`config.mk`:
```
export PLATFORM = sky130hd
export DESIGN_NAME = bmp_stream_to_rotated_rgb565_top
export DESIGN_NICKNAME = d
export VERILOG_FILES = /design/src/bmprgb_pkg.sv /design/src/bmp_stream_to_rotated_rgb565_top.sv /design/src/bmprgb_cfg.sv /design/src/bmprgb_parse.sv /design/src/bmprgb_place.sv
export SDC_FILE = /design/constraint.sdc
export NUM_CORES = 2
export LEC_CHECK = 0
export ABC_AREA = 1
export BUFFER_PORTS_ARGS = -buffer_cell sky130_fd_sc_hd__buf_4
export CAP_MARGIN = 25
export CORE_ASPECT_RATIO = 1.1
export CORE_MARGIN = 2
export CORE_UTILIZATION = 55
export DETAILED_ROUTE_END_ITERATION = 10
export PLACE_DENSITY = 0.82
export SYNTH_ARGS = -nofsm -noshare
export SYNTH_HDL_FRONTEND = slang
export SYNTH_SLANG_ARGS = --single-unit
```
`constraint.sdc`:
```
create_clock -name i_clk -period 11.2 [get_ports i_clk]
set_clock_uncertainty 0.15 [all_clocks]
set_input_delay 1.12 -clock i_clk [delete_from_list [all_inputs] [get_ports i_clk]]
set_output_delay 1.12 -clock i_clk [all_outputs]
set_load 0.02 [all_outputs]
```
`src/bmprgb_pkg.sv`:
```
// Shared types and constants for the BMP stream to rotated RGB565 block.
// No dependencies; used by every design module of the block (not by bmprgb_chk).
package bmprgb_pkg;

    // APB register map: index = paddr[4:2]
    localparam int ADDR_W    = 5;
    localparam int REG_IDX_W = 3;

    localparam logic [REG_IDX_W-1:0] REG_DISPLAY_WIDTH  = 3'd0;
    localparam logic [REG_IDX_W-1:0] REG_DISPLAY_HEIGHT = 3'd1;
    localparam logic [REG_IDX_W-1:0] REG_ROTATION_MODE  = 3'd2;
    localparam logic [REG_IDX_W-1:0] REG_ORIGIN_X       = 3'd3;
    localparam logic [REG_IDX_W-1:0] REG_ORIGIN_Y       = 3'd4;

    // result kinds and error codes
    localparam logic       EV_PIXEL  = 1'b0;
    localparam logic       EV_REJECT = 1'b1;

    localparam logic [1:0] ERR_NONE      = 2'd0;
    localparam logic [1:0] ERR_SIGNATURE = 2'd1;
    localparam logic [1:0] ERR_PLANES    = 2'd2;
    localparam logic [1:0] ERR_FORMAT    = 2'd3;

    // quarter-turn codes
    localparam logic [1:0] ROT_0   = 2'd0;
    localparam logic [1:0] ROT_90  = 2'd1;
    localparam logic [1:0] ROT_180 = 2'd2;
    localparam logic [1:0] ROT_270 = 2'd3;

    // header constants
    localparam logic [15:0] BMP_SIGNATURE = 16'h4D42;
    localparam logic [15:0] DEPTH_16      = 16'd16;
    localparam logic [15:0] DEPTH_24      = 16'd24;
    localparam logic [31:0] HEADER_END    = 32'd34;

    localparam logic [7:0] RST_DISPLAY_SIDE = 8'd128;

    typedef struct packed {
        logic [7:0] display_width;
        logic [7:0] display_height;
        logic [1:0] rotation_mode;
        logic [6:0] origin_x;
        logic [6:0] origin_y;
    } t_cfg;

    // control of one event between parser and placement stage
    typedef struct packed {
        logic       valid;
        logic       kind;
        logic [1:0] err;
        logic       last;
        logic [1:0] rot;
    } t_mid;

endpackage

```
`src/bmp_stream_to_rotated_rgb565_top.sv`:
```
// A result is registered first in the parse stage and then in the result register.
// Throughput: one file byte per cycle; the parse stage and the result register advance
// together, so the input stalls only while a result waits in the output register.
// Reset (i_rst_n low, synchronous): parser back to the signature phase, registers to a
// 128x128 panel, no rotation, origin 0, and the pipeline emptied.
// Depends on bmprgb_pkg, bmprgb_cfg, bmprgb_parse, bmprgb_place.
module bmp_stream_to_rotated_rgb565_top #(
    parameter int MAX_SIDE = 128    // largest panel side, up to 128
) (
    input  logic                          i_clk,
    input  logic                          i_rst_n,
    // byte stream in
    input  logic                          i_s_axis_tvalid,
    output logic                          o_s_axis_tready,
    input  logic [7:0]                    i_s_axis_tdata,   // [7:0] file_byte
    input  logic                          i_s_axis_tuser,   // [0] first_of_file
    // events out
    output logic                          o_m_axis_tvalid,
    input  logic                          i_m_axis_tready,
    // [1:0] error_code, [15:2] pixel_index, [31:16] pixel_color,
    // [39:32] crop_width, [47:40] crop_height
    output logic [47:0]                   o_m_axis_tdata,
    output logic                          o_m_axis_tuser,   // [0] event_kind
    output logic                          o_m_axis_tlast,   // last_pixel
    // configuration
    input  logic                          psel,
    input  logic                          penable,
    input  logic                          pwrite,
    input  logic [bmprgb_pkg::ADDR_W-1:0] paddr,
    input  logic [31:0]                   pwdata,
    output logic [31:0]                   prdata,
    output logic                          pready
);

    localparam int CW = $clog2(MAX_SIDE + 1);

    bmprgb_pkg::t_cfg w_cfg;
    bmprgb_pkg::t_mid w_mid;
    logic [CW-1:0]    w_col, w_row, w_cw, w_ch;
    logic [15:0]      w_mid_color;
    logic             w_adv;
    logic             w_kind, w_last;
    logic [1:0]       w_err;
    logic [13:0]      w_index;
    logic [15:0]      w_color;
    logic [7:0]       w_cw8, w_ch8;

    // whole pipeline moves whenever the result register is free or being drained
    assign w_adv           = !o_m_axis_tvalid || i_m_axis_tready;
    assign o_s_axis_tready = w_adv;

    bmprgb_cfg u_cfg (
        .i_clk   (i_clk),
        .i_rst_n (i_rst_n),
        .psel    (psel),
        .penable (penable),
        .pwrite  (pwrite),
        .paddr   (paddr),
        .pwdata  (pwdata),
        .prdata  (prdata),
        .pready  (pready),
        .o_cfg   (w_cfg)
    );

    // stage 1: header fields, row/pixel counters, crop test
    bmprgb_parse #(.MAX_SIDE(MAX_SIDE)) u_parse (
        .i_clk   (i_clk),
        .i_rst_n (i_rst_n),
        .i_adv   (w_adv),
        .i_valid (i_s_axis_tvalid),
        .i_byte  (i_s_axis_tdata),
        .i_first (i_s_axis_tuser),
        .i_cfg   (w_cfg),
        .o_ctl   (w_mid),
        .o_col   (w_col),
        .o_row   (w_row),
        .o_cw    (w_cw),
        .o_ch    (w_ch),
        .o_color (w_mid_color)
    );

    // stage 2: rotation, row*width+col, result register
    bmprgb_place #(.MAX_SIDE(MAX_SIDE)) u_place (
        .i_clk   (i_clk),
        .i_rst_n (i_rst_n),
        .i_adv   (w_adv),
        .i_ctl   (w_mid),
        .i_col   (w_col),
        .i_row   (w_row),
        .i_cw    (w_cw),
        .i_ch    (w_ch),
        .i_color (w_mid_color),
        .o_valid (o_m_axis_tvalid),
        .o_kind  (w_kind),
        .o_err   (w_err),
        .o_index (w_index),
        .o_color (w_color),
        .o_cw    (w_cw8),
        .o_ch    (w_ch8),
        .o_last  (w_last)
    );

    assign o_m_axis_tdata = {w_ch8, w_cw8, w_color, w_index, w_err};
    assign o_m_axis_tuser = w_kind;
    assign o_m_axis_tlast = w_last;

endmodule

```
`src/bmprgb_cfg.sv`:
```
// APB register file holding panel size, rotation and image origin.
// Depends on bmprgb_pkg.
module bmprgb_cfg (
    input  logic                          i_clk,
    input  logic                          i_rst_n,
    input  logic                          psel,
    input  logic                          penable,
    input  logic                          pwrite,
    input  logic [bmprgb_pkg::ADDR_W-1:0] paddr,
    input  logic [31:0]                   pwdata,
    output logic [31:0]                   prdata,
    output logic                          pready,
    output bmprgb_pkg::t_cfg              o_cfg
);

    bmprgb_pkg::t_cfg                    r_cfg;
    logic [bmprgb_pkg::REG_IDX_W-1:0]    w_idx;
    logic                                w_wr;

    assign w_idx  = paddr[bmprgb_pkg::ADDR_W-1:2];
    assign w_wr   = psel && penable && pwrite;
    assign pready = 1'b1;
    assign o_cfg  = r_cfg;

    always_ff @(posedge i_clk) begin
        if (!i_rst_n) begin
            r_cfg.display_width  <= bmprgb_pkg::RST_DISPLAY_SIDE;
            r_cfg.display_height <= bmprgb_pkg::RST_DISPLAY_SIDE;
            r_cfg.rotation_mode  <= bmprgb_pkg::ROT_0;
            r_cfg.origin_x       <= '0;
            r_cfg.origin_y       <= '0;
        end else if (w_wr) begin
            unique case (w_idx)
                bmprgb_pkg::REG_DISPLAY_WIDTH:  r_cfg.display_width  <= pwdata[7:0];
                bmprgb_pkg::REG_DISPLAY_HEIGHT: r_cfg.display_height <= pwdata[7:0];
                bmprgb_pkg::REG_ROTATION_MODE:  r_cfg.rotation_mode  <= pwdata[1:0];
                bmprgb_pkg::REG_ORIGIN_X:       r_cfg.origin_x       <= pwdata[6:0];
                bmprgb_pkg::REG_ORIGIN_Y:       r_cfg.origin_y       <= pwdata[6:0];
                default: ;
            endcase
        end
    end

    always_comb begin
        unique case (w_idx)
            bmprgb_pkg::REG_DISPLAY_WIDTH:  prdata = {24'd0, r_cfg.display_width};
            bmprgb_pkg::REG_DISPLAY_HEIGHT: prdata = {24'd0, r_cfg.display_height};
            bmprgb_pkg::REG_ROTATION_MODE:  prdata = {30'd0, r_cfg.rotation_mode};
            bmprgb_pkg::REG_ORIGIN_X:       prdata = {25'd0, r_cfg.origin_x};
            bmprgb_pkg::REG_ORIGIN_Y:       prdata = {25'd0, r_cfg.origin_y};
            default:                        prdata = 32'd0;
        endcase
    end

endmodule

```
`src/bmprgb_parse.sv`:
```
// Header parser, pixel assembler and crop check; registers at most one event per byte.
// Depends on bmprgb_pkg.
module bmprgb_parse #(
    parameter int MAX_SIDE = 128
) (
    input  logic                        i_clk,
    input  logic                        i_rst_n,
    input  logic                        i_adv,
    input  logic                        i_valid,
    input  logic [7:0]                  i_byte,
    input  logic                        i_first,
    input  bmprgb_pkg::t_cfg            i_cfg,
    output bmprgb_pkg::t_mid            o_ctl,
    output logic [$clog2(MAX_SIDE+1)-1:0] o_col,
    output logic [$clog2(MAX_SIDE+1)-1:0] o_row,
    output logic [$clog2(MAX_SIDE+1)-1:0] o_cw,
    output logic [$clog2(MAX_SIDE+1)-1:0] o_ch,
    output logic [15:0]                 o_color
);

    localparam int CW = $clog2(MAX_SIDE + 1);

    localparam logic [2:0] PH_HEADER = 3'd0;
    localparam logic [2:0] PH_SKIP   = 3'd1;
    localparam logic [2:0] PH_PIXEL  = 3'd2;
    localparam logic [2:0] PH_PAD    = 3'd3;
    localparam logic [2:0] PH_DONE   = 3'd4;
    localparam logic [2:0] PH_REJECT = 3'd5;

    // position of the last byte of each header field
    localparam logic [31:0] POS_SIG    = 32'd1;
    localparam logic [31:0] POS_OFFSET = 32'd13;
    localparam logic [31:0] POS_WIDTH  = 32'd21;
    localparam logic [31:0] POS_HEIGHT = 32'd25;
    localparam logic [31:0] POS_PLANES = 32'd27;
    localparam logic [31:0] POS_DEPTH  = 32'd29;
    localparam logic [31:0] POS_COMP   = 32'd33;

    function automatic logic [CW-1:0] clamp_side(input logic [7:0] v);
        return (32'(v) > 32'(MAX_SIDE)) ? CW'(MAX_SIDE) : CW'(v);
    endfunction

    function automatic logic [CW-1:0] crop_len(input logic [31:0] img,
                                               input logic [6:0]  org,
                                               input logic [CW-1:0] panel);
        logic [CW-1:0] room;
        if (32'(org) >= 32'(panel)) begin
            return '0;
        end
        room = panel - CW'(org);
        return (img < 32'(room)) ? CW'(img) : room;
    endfunction

    // parser state
    logic [2:0]  r_phase, c_phase, n_phase;
    logic [31:0] r_bpos,  c_bpos,  n_bpos;
    logic [31:0] r_fa,    c_fa,    n_fa;
    logic [31:0] r_off,   c_off,   n_off;
    logic [31:0] r_w,     c_w,     n_w;
    logic [31:0] r_h,     c_h,     n_h;
    logic        r_td,    c_td,    n_td;
    logic        r_deep,  c_deep,  n_deep;
    logic [15:0] r_pa,    c_pa,    n_pa;
    logic [1:0]  r_bip,   c_bip,   n_bip;
    logic [31:0] r_bir,   c_bir,   n_bir;
    logic [31:0] r_frow,  c_frow,  n_frow;

    // event stage
    bmprgb_pkg::t_mid r_ctl;
    logic [CW-1:0]    r_col, r_row, r_cw, r_ch;
    logic [15:0]      r_color;

    logic [31:0]   hdr_fa, hgt_mag, row32, bir_inc;
    logic [CW-1:0] pw, ph, cw, ch, col_n, row_n;
    logic          org_in, pix_in, pix_go, row_end, do_rej, emit;
    logic [1:0]    rej_code, need, pad_mod, pad;
    logic [15:0]   px_color;
    logic          e_kind, e_last;
    logic [1:0]    e_err;

    // first_of_file makes this byte see a freshly reset parser
    always_comb begin
        c_phase = i_first ? PH_HEADER : r_phase;
        c_bpos  = i_first ? 32'd0 : r_bpos;
        c_fa    = i_first ? 32'd0 : r_fa;
        c_off   = i_first ? 32'd0 : r_off;
        c_w     = i_first ? 32'd0 : r_w;
        c_h     = i_first ? 32'd0 : r_h;
        c_td    = i_first ? 1'b0  : r_td;
        c_deep  = i_first ? 1'b0  : r_deep;
        c_pa    = i_first ? 16'd0 : r_pa;
        c_bip   = i_first ? 2'd0  : r_bip;
        c_bir   = i_first ? 32'd0 : r_bir;
        c_frow  = i_first ? 32'd0 : r_frow;
    end

    // crop window and position of the current pixel
    always_comb begin
        pw     = clamp_side(i_cfg.display_width);
        ph     = clamp_side(i_cfg.display_height);
        org_in = (32'(i_cfg.origin_x) < 32'(pw)) && (32'(i_cfg.origin_y) < 32'(ph));
        cw     = crop_len(c_w, i_cfg.origin_x, pw);
        ch     = crop_len(c_h, i_cfg.origin_y, ph);
        row32  = c_td ? c_frow : (c_h - 32'd1 - c_frow);
        pix_in = (c_bir < 32'(cw)) && (row32 < 32'(ch));
        col_n  = CW'(c_bir);
        row_n  = CW'(row32);
        e_last = (col_n == cw - CW'(1)) &&
                 (c_td ? (row_n == ch - CW'(1)) : (row_n == '0));
        need    = c_deep ? 2'd2 : 2'd1;
        pad_mod = c_deep ? 2'(c_w[1:0] * 2'd3) : {c_w[0], 1'b0};
        pad     = 2'(2'd0 - pad_mod);
        hgt_mag = c_h[31] ? (~c_h + 32'd1) : c_h;
        hdr_fa  = {i_byte, c_fa[31:8]};
        bir_inc = c_bir + 32'd1;
    end

    always_comb begin
        n_phase = c_phase; n_bpos = c_bpos; n_fa = c_fa; n_off = c_off;
        n_w = c_w; n_h = c_h; n_td = c_td; n_deep = c_deep; n_pa = c_pa;
        n_bip = c_bip; n_bir = c_bir; n_frow = c_frow;
        pix_go = 1'b0; row_end = 1'b0; do_rej = 1'b0; rej_code = bmprgb_pkg::ERR_NONE;
        emit = 1'b0; e_kind = bmprgb_pkg::EV_PIXEL; e_err = bmprgb_pkg::ERR_NONE;
        px_color = c_pa;

        unique case (c_phase)
            PH_HEADER: begin
                n_fa   = hdr_fa;
                n_bpos = c_bpos + 32'd1;
                unique case (c_bpos)
                    POS_SIG: begin
                        if (hdr_fa[31:16] != bmprgb_pkg::BMP_SIGNATURE) begin
                            do_rej = 1'b1; rej_code = bmprgb_pkg::ERR_SIGNATURE;
                        end
                    end
                    POS_OFFSET: n_off = hdr_fa;
                    POS_WIDTH:  n_w   = hdr_fa;
                    POS_HEIGHT: n_h   = hdr_fa;
                    POS_PLANES: begin
                        if (hdr_fa[31:16] != 16'd1) begin
                            do_rej = 1'b1; rej_code = bmprgb_pkg::ERR_PLANES;
                        end
                    end
                    POS_DEPTH: begin
                        if (hdr_fa[31:16] == bmprgb_pkg::DEPTH_24) begin
                            n_deep = 1'b1;
                        end else if (hdr_fa[31:16] == bmprgb_pkg::DEPTH_16) begin
                            n_deep = 1'b0;
                        end else begin
                            do_rej = 1'b1; rej_code = bmprgb_pkg::ERR_FORMAT;
                        end
                    end
                    POS_COMP: begin
                        if (hdr_fa != 32'd0) begin
                            do_rej = 1'b1; rej_code = bmprgb_pkg::ERR_FORMAT;
                        end else begin
                            // negative height: top-down rows
                            n_td = c_h[31] ? 1'b1 : c_td;
                            n_h  = hgt_mag;
                            if (c_w[31] || c_w == 32'd0 || hgt_mag == 32'd0) begin
                                n_phase = PH_DONE;
                            end else begin
                                n_phase = (c_off > bmprgb_pkg::HEADER_END) ? PH_SKIP
                                                                           : PH_PIXEL;
                            end
                        end
                    end
                    default: ;
                endcase
            end
            PH_SKIP: begin
                if (c_bpos < c_off) begin
                    n_bpos  = c_bpos + 32'd1;
                    n_phase = (c_bpos + 32'd1 < c_off) ? PH_SKIP : PH_PIXEL;
                end else begin
                    n_phase = PH_PIXEL;
                    pix_go  = 1'b1;
                end
            end
            PH_PIXEL: pix_go = 1'b1;
            PH_PAD: begin
                if (c_bip > 2'd1) begin
                    n_bip = c_bip - 2'd1;
                end else begin
                    row_end = 1'b1;
                end
            end
            default: ;
        endcase

        if (do_rej) begin
            n_phase = PH_REJECT;
            if (org_in) begin
                emit = 1'b1; e_kind = bmprgb_pkg::EV_REJECT; e_err = rej_code;
            end
        end

        if (pix_go) begin
            if (c_bip == 2'd0) begin
                n_pa = {8'h00, i_byte};
            end else if (c_bip == 2'd1) begin
                n_pa = {i_byte, c_pa[7:0]};
            end
            if (c_bip < need) begin
                n_bip = c_bip + 2'd1;
            end else begin
                n_bip    = 2'd0;
                // BGR888 -> RGB565; 16-bit data passes through
                px_color = c_deep ? {i_byte[7:3], c_pa[15:10], c_pa[7:3]} : n_pa;
                emit     = pix_in;
                if (bir_inc >= c_w) begin
                    if (pad != 2'd0) begin
                        n_bir   = 32'd0;
                        n_bip   = pad;
                        n_phase = PH_PAD;
                    end else begin
                        row_end = 1'b1;
                    end
                end else begin
                    n_bir = bir_inc;
                end
            end
        end

        if (row_end) begin
            n_bir   = 32'd0;
            n_bip   = 2'd0;
            n_frow  = c_frow + 32'd1;
            n_phase = (c_frow + 32'd1 >= c_h) ? PH_DONE : PH_PIXEL;
        end
    end

    always_ff @(posedge i_clk) begin
        if (!i_rst_n) begin
            r_phase <= PH_HEADER;
            r_bpos  <= '0; r_fa <= '0; r_off <= '0; r_w <= '0; r_h <= '0;
            r_td    <= 1'b0; r_deep <= 1'b0; r_pa <= '0; r_bip <= '0;
            r_bir   <= '0; r_frow <= '0;
            r_ctl   <= '0;
        end else if (i_adv) begin
            if (i_valid) begin
                r_phase <= n_phase; r_bpos <= n_bpos; r_fa <= n_fa; r_off <= n_off;
                r_w     <= n_w; r_h <= n_h; r_td <= n_td; r_deep <= n_deep;
                r_pa    <= n_pa; r_bip <= n_bip; r_bir <= n_bir; r_frow <= n_frow;
            end
            r_ctl.valid <= i_valid && emit;
            r_ctl.kind  <= e_kind;
            r_ctl.err   <= e_err;
            r_ctl.last  <= e_last;
            r_ctl.rot   <= i_cfg.rotation_mode;
        end
    end

    always_ff @(posedge i_clk) begin
        if (i_adv) begin
            r_col   <= col_n;
            r_row   <= row_n;
            r_cw    <= cw;
            r_ch    <= ch;
            r_color <= px_color;
        end
    end

    assign o_ctl   = r_ctl;
    assign o_col   = r_col;
    assign o_row   = r_row;
    assign o_cw    = r_cw;
    assign o_ch    = r_ch;
    assign o_color = r_color;

endmodule

```
`src/bmprgb_place.sv`:
```
// Rotation and frame-buffer index multiply; holds the result register.
// Depends on bmprgb_pkg.
module bmprgb_place #(
    parameter int MAX_SIDE = 128
) (
    input  logic                          i_clk,
    input  logic                          i_rst_n,
    input  logic                          i_adv,
    input  bmprgb_pkg::t_mid              i_ctl,
    input  logic [$clog2(MAX_SIDE+1)-1:0] i_col,
    input  logic [$clog2(MAX_SIDE+1)-1:0] i_row,
    input  logic [$clog2(MAX_SIDE+1)-1:0] i_cw,
    input  logic [$clog2(MAX_SIDE+1)-1:0] i_ch,
    input  logic [15:0]                   i_color,
    output logic                          o_valid,
    output logic                          o_kind,
    output logic [1:0]                    o_err,
    output logic [13:0]                   o_index,
    output logic [15:0]                   o_color,
    output logic [7:0]                    o_cw,
    output logic [7:0]                    o_ch,
    output logic                          o_last
);

    localparam int CW = $clog2(MAX_SIDE + 1);

    logic [CW-1:0]   rr, cc;
    logic [2*CW-1:0] prod;
    logic [2*CW:0]   sum;
    logic            pix;

    logic        r_valid, r_kind, r_last;
    logic [1:0]  r_err;
    logic [13:0] r_index;
    logic [15:0] r_color;
    logic [7:0]  r_cw, r_ch;

    always_comb begin
        unique case (i_ctl.rot)
            bmprgb_pkg::ROT_90: begin
                rr = i_col;                    cc = i_ch - CW'(1) - i_row;
            end
            bmprgb_pkg::ROT_180: begin
                rr = i_ch - CW'(1) - i_row;    cc = i_cw - CW'(1) - i_col;
            end
            bmprgb_pkg::ROT_270: begin
                rr = i_cw - CW'(1) - i_col;    cc = i_row;
            end
            default: begin
                rr = i_row;                    cc = i_col;
            end
        endcase
        prod = rr * i_cw;
        sum  = {1'b0, prod} + (2*CW+1)'(cc);
        pix  = (i_ctl.kind == bmprgb_pkg::EV_PIXEL);
    end

    always_ff @(posedge i_clk) begin
        if (!i_rst_n) begin
            r_valid <= 1'b0;
        end else if (i_adv) begin
            r_valid <= i_ctl.valid;
        end
    end

    // a rejection carries only its kind and code
    always_ff @(posedge i_clk) begin
        if (i_adv) begin
            r_kind  <= i_ctl.kind;
            r_err   <= pix ? bmprgb_pkg::ERR_NONE : i_ctl.err;
            r_index <= pix ? 14'(sum) : 14'd0;
            r_color <= pix ? i_color : 16'd0;
            r_cw    <= pix ? 8'(i_cw) : 8'd0;
            r_ch    <= pix ? 8'(i_ch) : 8'd0;
            r_last  <= pix && i_ctl.last;
        end
    end

    assign o_valid = r_valid;
    assign o_kind  = r_kind;
    assign o_err   = r_err;
    assign o_index = r_index;
    assign o_color = r_color;
    assign o_cw    = r_cw;
    assign o_ch    = r_ch;
    assign o_last  = r_last;

endmodule

```
==> results.toml <==
[drt]
drc = 0
num_vias = 32800
drtPass1Iterations = 11
drt-wirelength-per-cell_um = 17.3
ant_nets = 0
viasPerCell = 5.73
first_iter_violations = 3442
wl_um = 99100

[floorplanning]
top_level_ports = 138
die_y_um = 260
die_area_um2 = 61300
row_count = 93
start_util = 0.557
core_um2 = 58600
die_w_um = 236

[grt]
track_usage = 0.316
overflow = 0
grt_max_degree = 128
antenna_found_initial = 2
first_global_vias = 30400
grt_pass1_wl_um = 158000

[outcome]
outcome = "finished clean"

[placed_design]
dp_hpwl_um = 73200
gp_congestion = 0.995
io_buffers = 86
placed_cell_area_um2 = 33500
post-place-ws_ps = 3340

[logic_synthesis]
yosysSeqAreaShare = 0.261
yosys-top-cells-area = "dfxtp_1, nand2_1, ha_1"
ys_seq_elements = 377
netlist_area_um2 = 32700
ys_types = 64
synthCells = 4951
avgSynthCellArea_um2 = 6.60
synth_top_area_frac = 0.171
synth_edf_count = 98
yosysTopAreaCell = "dfxtp_1"
yosys_warnings = 0
synth-main-ff-cell = "dfxtp_1"
async_reset_ff_frac = 0

[timing]
tightest_slew_ps = 1080
setup-violations-final = 0
setup_tns_ps = 0
max_freq_mhz = 131
holdWs_ps = 314
hold_violations = 0
min_period_ps = 7610
relSlewSlack = 0.276
worst_slack_ps = 3590
slew_viol_final = 0
timing.final.crit_share = 0.680
rsz0062_at_grt = "no"

[min_path]
hp-start = "u_parse.r_fa[15]"
hold_path_end = "u_parse.r_fa[15]"
hold_depth = 2
min_path_type = "flop to flop"

[pwr]
leakagePower_nw = 17.1
irDropWorstVdd_mv = 0.123
power_density_nw_per_um2 = 123

[cells_and_area]
num_antenna_cells = 0
drive_gt1_frac = 0.0653
area_growth_pct = 7.43
nets = 5285
fin_area_um2 = 35100

[setup_path]
path_common_cell = "nand2_1"
regToRegSetupSlack_ps = 4160
startpoint_type = "input pin"
critPathArrivalTime_ps = 7930
crit_path_cell_trace = "buf_4 -> inv_8 -> buf_4 -> nand2_1 -> ha_1 -> a21oi_1 -> o21ai_0 -> a21oi_1 -> o21ai_1 -> nand2_1 -> nand2_1 -> nand2_1 -> nand2_1 -> inv_1 -> nand2_1 -> nand2_1 -> nor2_2 -> inv_2 -> nand3_1 -> a21oi_1"
critPathBufInv = 5
worst_path_max_delay_cell = "nor2_2"
criticalPathCategory = "input pin to flop"
cp_max_fo = 93
rr_endpoint = "u_place.o_index[13]"
crit_path_max_incr_delay_ps = 830
critPathTopFamily = "simple AND/OR/NAND/NOR gates"
r2r-start = "u_parse.o_cw[0]"
critPathRequiredTime_ps = 11520
r2r.worst_path.cells = 35
critPathLaunch = "i_s_axis_tuser"
endpoint_kind = "flop"

[cts]
ctsHoldBuffers = 0
clock_sinks = 377
tritoncts = "done"
cts.clk_slew.worst_paths_ps = 60
numCtsBuffers = 45
cts_resized = 0
cts_setup_buffers = 0
htree_levels = 2
cts_root_buf = "clkbuf_16"
clk_latency_ps = 610
clockBufferDepth = 3

[run]
max_cap_viol_count = 0
==> routing by layer <==
metal	vias to the layer above	GRT usage	wire, µm
li1	16100	-	-
met1	15000	0.399	40700
met4	2	0.139	4500
met5	-	0	10
met3	289	0.0528	8170
met2	1430	0.531	45700
==> cell usage in the layout, fill, tap and decap left out, types with 6 or more instances in the layout <==
| cell type | Yosys | routed |
|---|---|---|
| nand3b_1 | 6 | 6 |
| edfxtp_1 | 98 | 98 |
| o2111ai_1 | 10 | 10 |
| clkinv_2 | 0 | 13 |
| nand2_1 | 1135 | 1134 |
| o21bai_1 | 10 | 10 |
| inv_1 | 759 | 756 |
| a21oi_1 | 407 | 407 |
| nor3_1 | 69 | 69 |
| nor2_4 | 8 | 9 |
| o221ai_1 | 12 | 12 |
| buf_4 | 31 | 107 |
| o22ai_1 | 16 | 16 |
| nor2_1 | 478 | 477 |
| dfxtp_1 | 279 | 278 |
| o21a_1 | 7 | 7 |
| conb_1 | 2 | 25 |
| a21o_1 | 10 | 10 |
| clkbuf_1 | 123 | 8 |
| nand2_2 | 31 | 31 |
| nor4_1 | 28 | 28 |
| inv_2 | 26 | 26 |
| a221oi_1 | 32 | 32 |
| clkbuf_16 | 0 | 45 |
| xor2_1 | 107 | 107 |
| a22oi_1 | 6 | 6 |
| fa_1 | 48 | 48 |
| o21ai_1 | 34 | 33 |
| nor3_2 | 12 | 12 |
| nand3_1 | 232 | 232 |
| o211ai_1 | 58 | 58 |
| nand3_2 | 13 | 13 |
| a31oi_1 | 18 | 18 |
| xnor2_1 | 28 | 28 |
| o21ai_0 | 368 | 368 |
| nand4_1 | 74 | 74 |
| ha_1 | 256 | 256 |
| nor2_2 | 19 | 19 |
==> area by class of cell <==
| cell class | count | area (µm²) |
|---|---|---|
| clock buffers | 58 | 1220 |
| fillers | 5535 | 23600 |
| well taps | 760 | 951 |
| clock inverters | 26 | 288 |
| repair buffers | 109 | 858 |
| flip-flops and latches | 377 | 8530 |
| inverters | 788 | 2970 |
| multi-input cells | 3607 | 20300 |
==> worst register-to-register path: cells and delay by family, from the launching register on <==
kind | cells | cell delay (ps)
adders and majority gates | 7 | 3030
and+or+nand+nor | 16 | 1210
AOI/OAI and AO/OA | 6 | 1070
DFF | 1 | 580
xor gates and xnor gates | 2 | 410
buffers and inverters | 4 | 340
==> cells in the mapped netlist (all sizes together), types with 18 or more instances <==
master,n
nand3,247
xnor2,28
nor2,506
a21oi,409
a31oi,18
nand4,76
a221oi,35
dfxtp,279
o211ai,58
xor2,107
nor4,31
fa,48
nand2,1169
clkbuf,123
nor3,81
edfxtp,98
inv,786
o21ai,405
ha,256
buf,79
==> logic make-up (layout without fill, tap and decap cells) <==
family,after synthesis,count (layout),synth area share
AO/OA/AOI/OAI,1014,1014,0.173
XOR/XNOR,135,135,0.0362
adder cells (fa/ha/maj),304,304,0.128
buffers and inverters,990,981,0.122
flip-flops,377,377,0.261
other,2,25,0.000230
AND/OR/NAND/NOR,2129,2129,0.280
==> state kept, by name (all words and copies together), names as in the netlist, 14 cells and up <==
name / flops
u_cfg.o_cfg: 32
u_parse.r_bir: 32
u_parse.r_bpos: 32
u_parse.r_frow: 32
u_parse.r_h: 32
u_parse.r_off: 32
u_parse.r_w: 32
u_parse.r_fa: 24
u_parse.o_color: 16
u_parse.r_pa: 16
u_place.o_color: 16
u_place.o_index: 14
==> metrics by stage <==
stage | util | instances | power, mW
2_1_floorplan | - | 4974 | 2.47
3_3_place_gp | 0.571 | 5638 | 2.76
3_5_place_dp | 0.572 | 5639 | 2.80
4_1_cts | 0.598 | 5723 | 4.33
5_1_grt | 0.598 | 5725 | 4.56
6_report | 0.598 | 5725 | 4.33
==> worst max-delay path by stage <==
stage                          endpoint  cells after the start
global route         u_parse.r_frow[24]                     20
global placement     u_parse.r_frow[25]                     20
detailed placement     u_parse.r_bir[0]                     20
floorplan           u_place.o_index[13]                     35
finish               u_parse.r_frow[21]                     20
CTS                  u_parse.r_frow[21]                     20
==> power by group <==
group / leakage (nW) / total [mW] / internal (mW) / switching (mW)
Combinational: 12.9 / 1.25 / 0.436 / 0.819
Clock: 0.749 / 1.53 / 0.892 / 0.642
Sequential: 3.41 / 1.54 / 1.50 / 0.0448
Note: power is estimated with default switching activity, not from simulation.
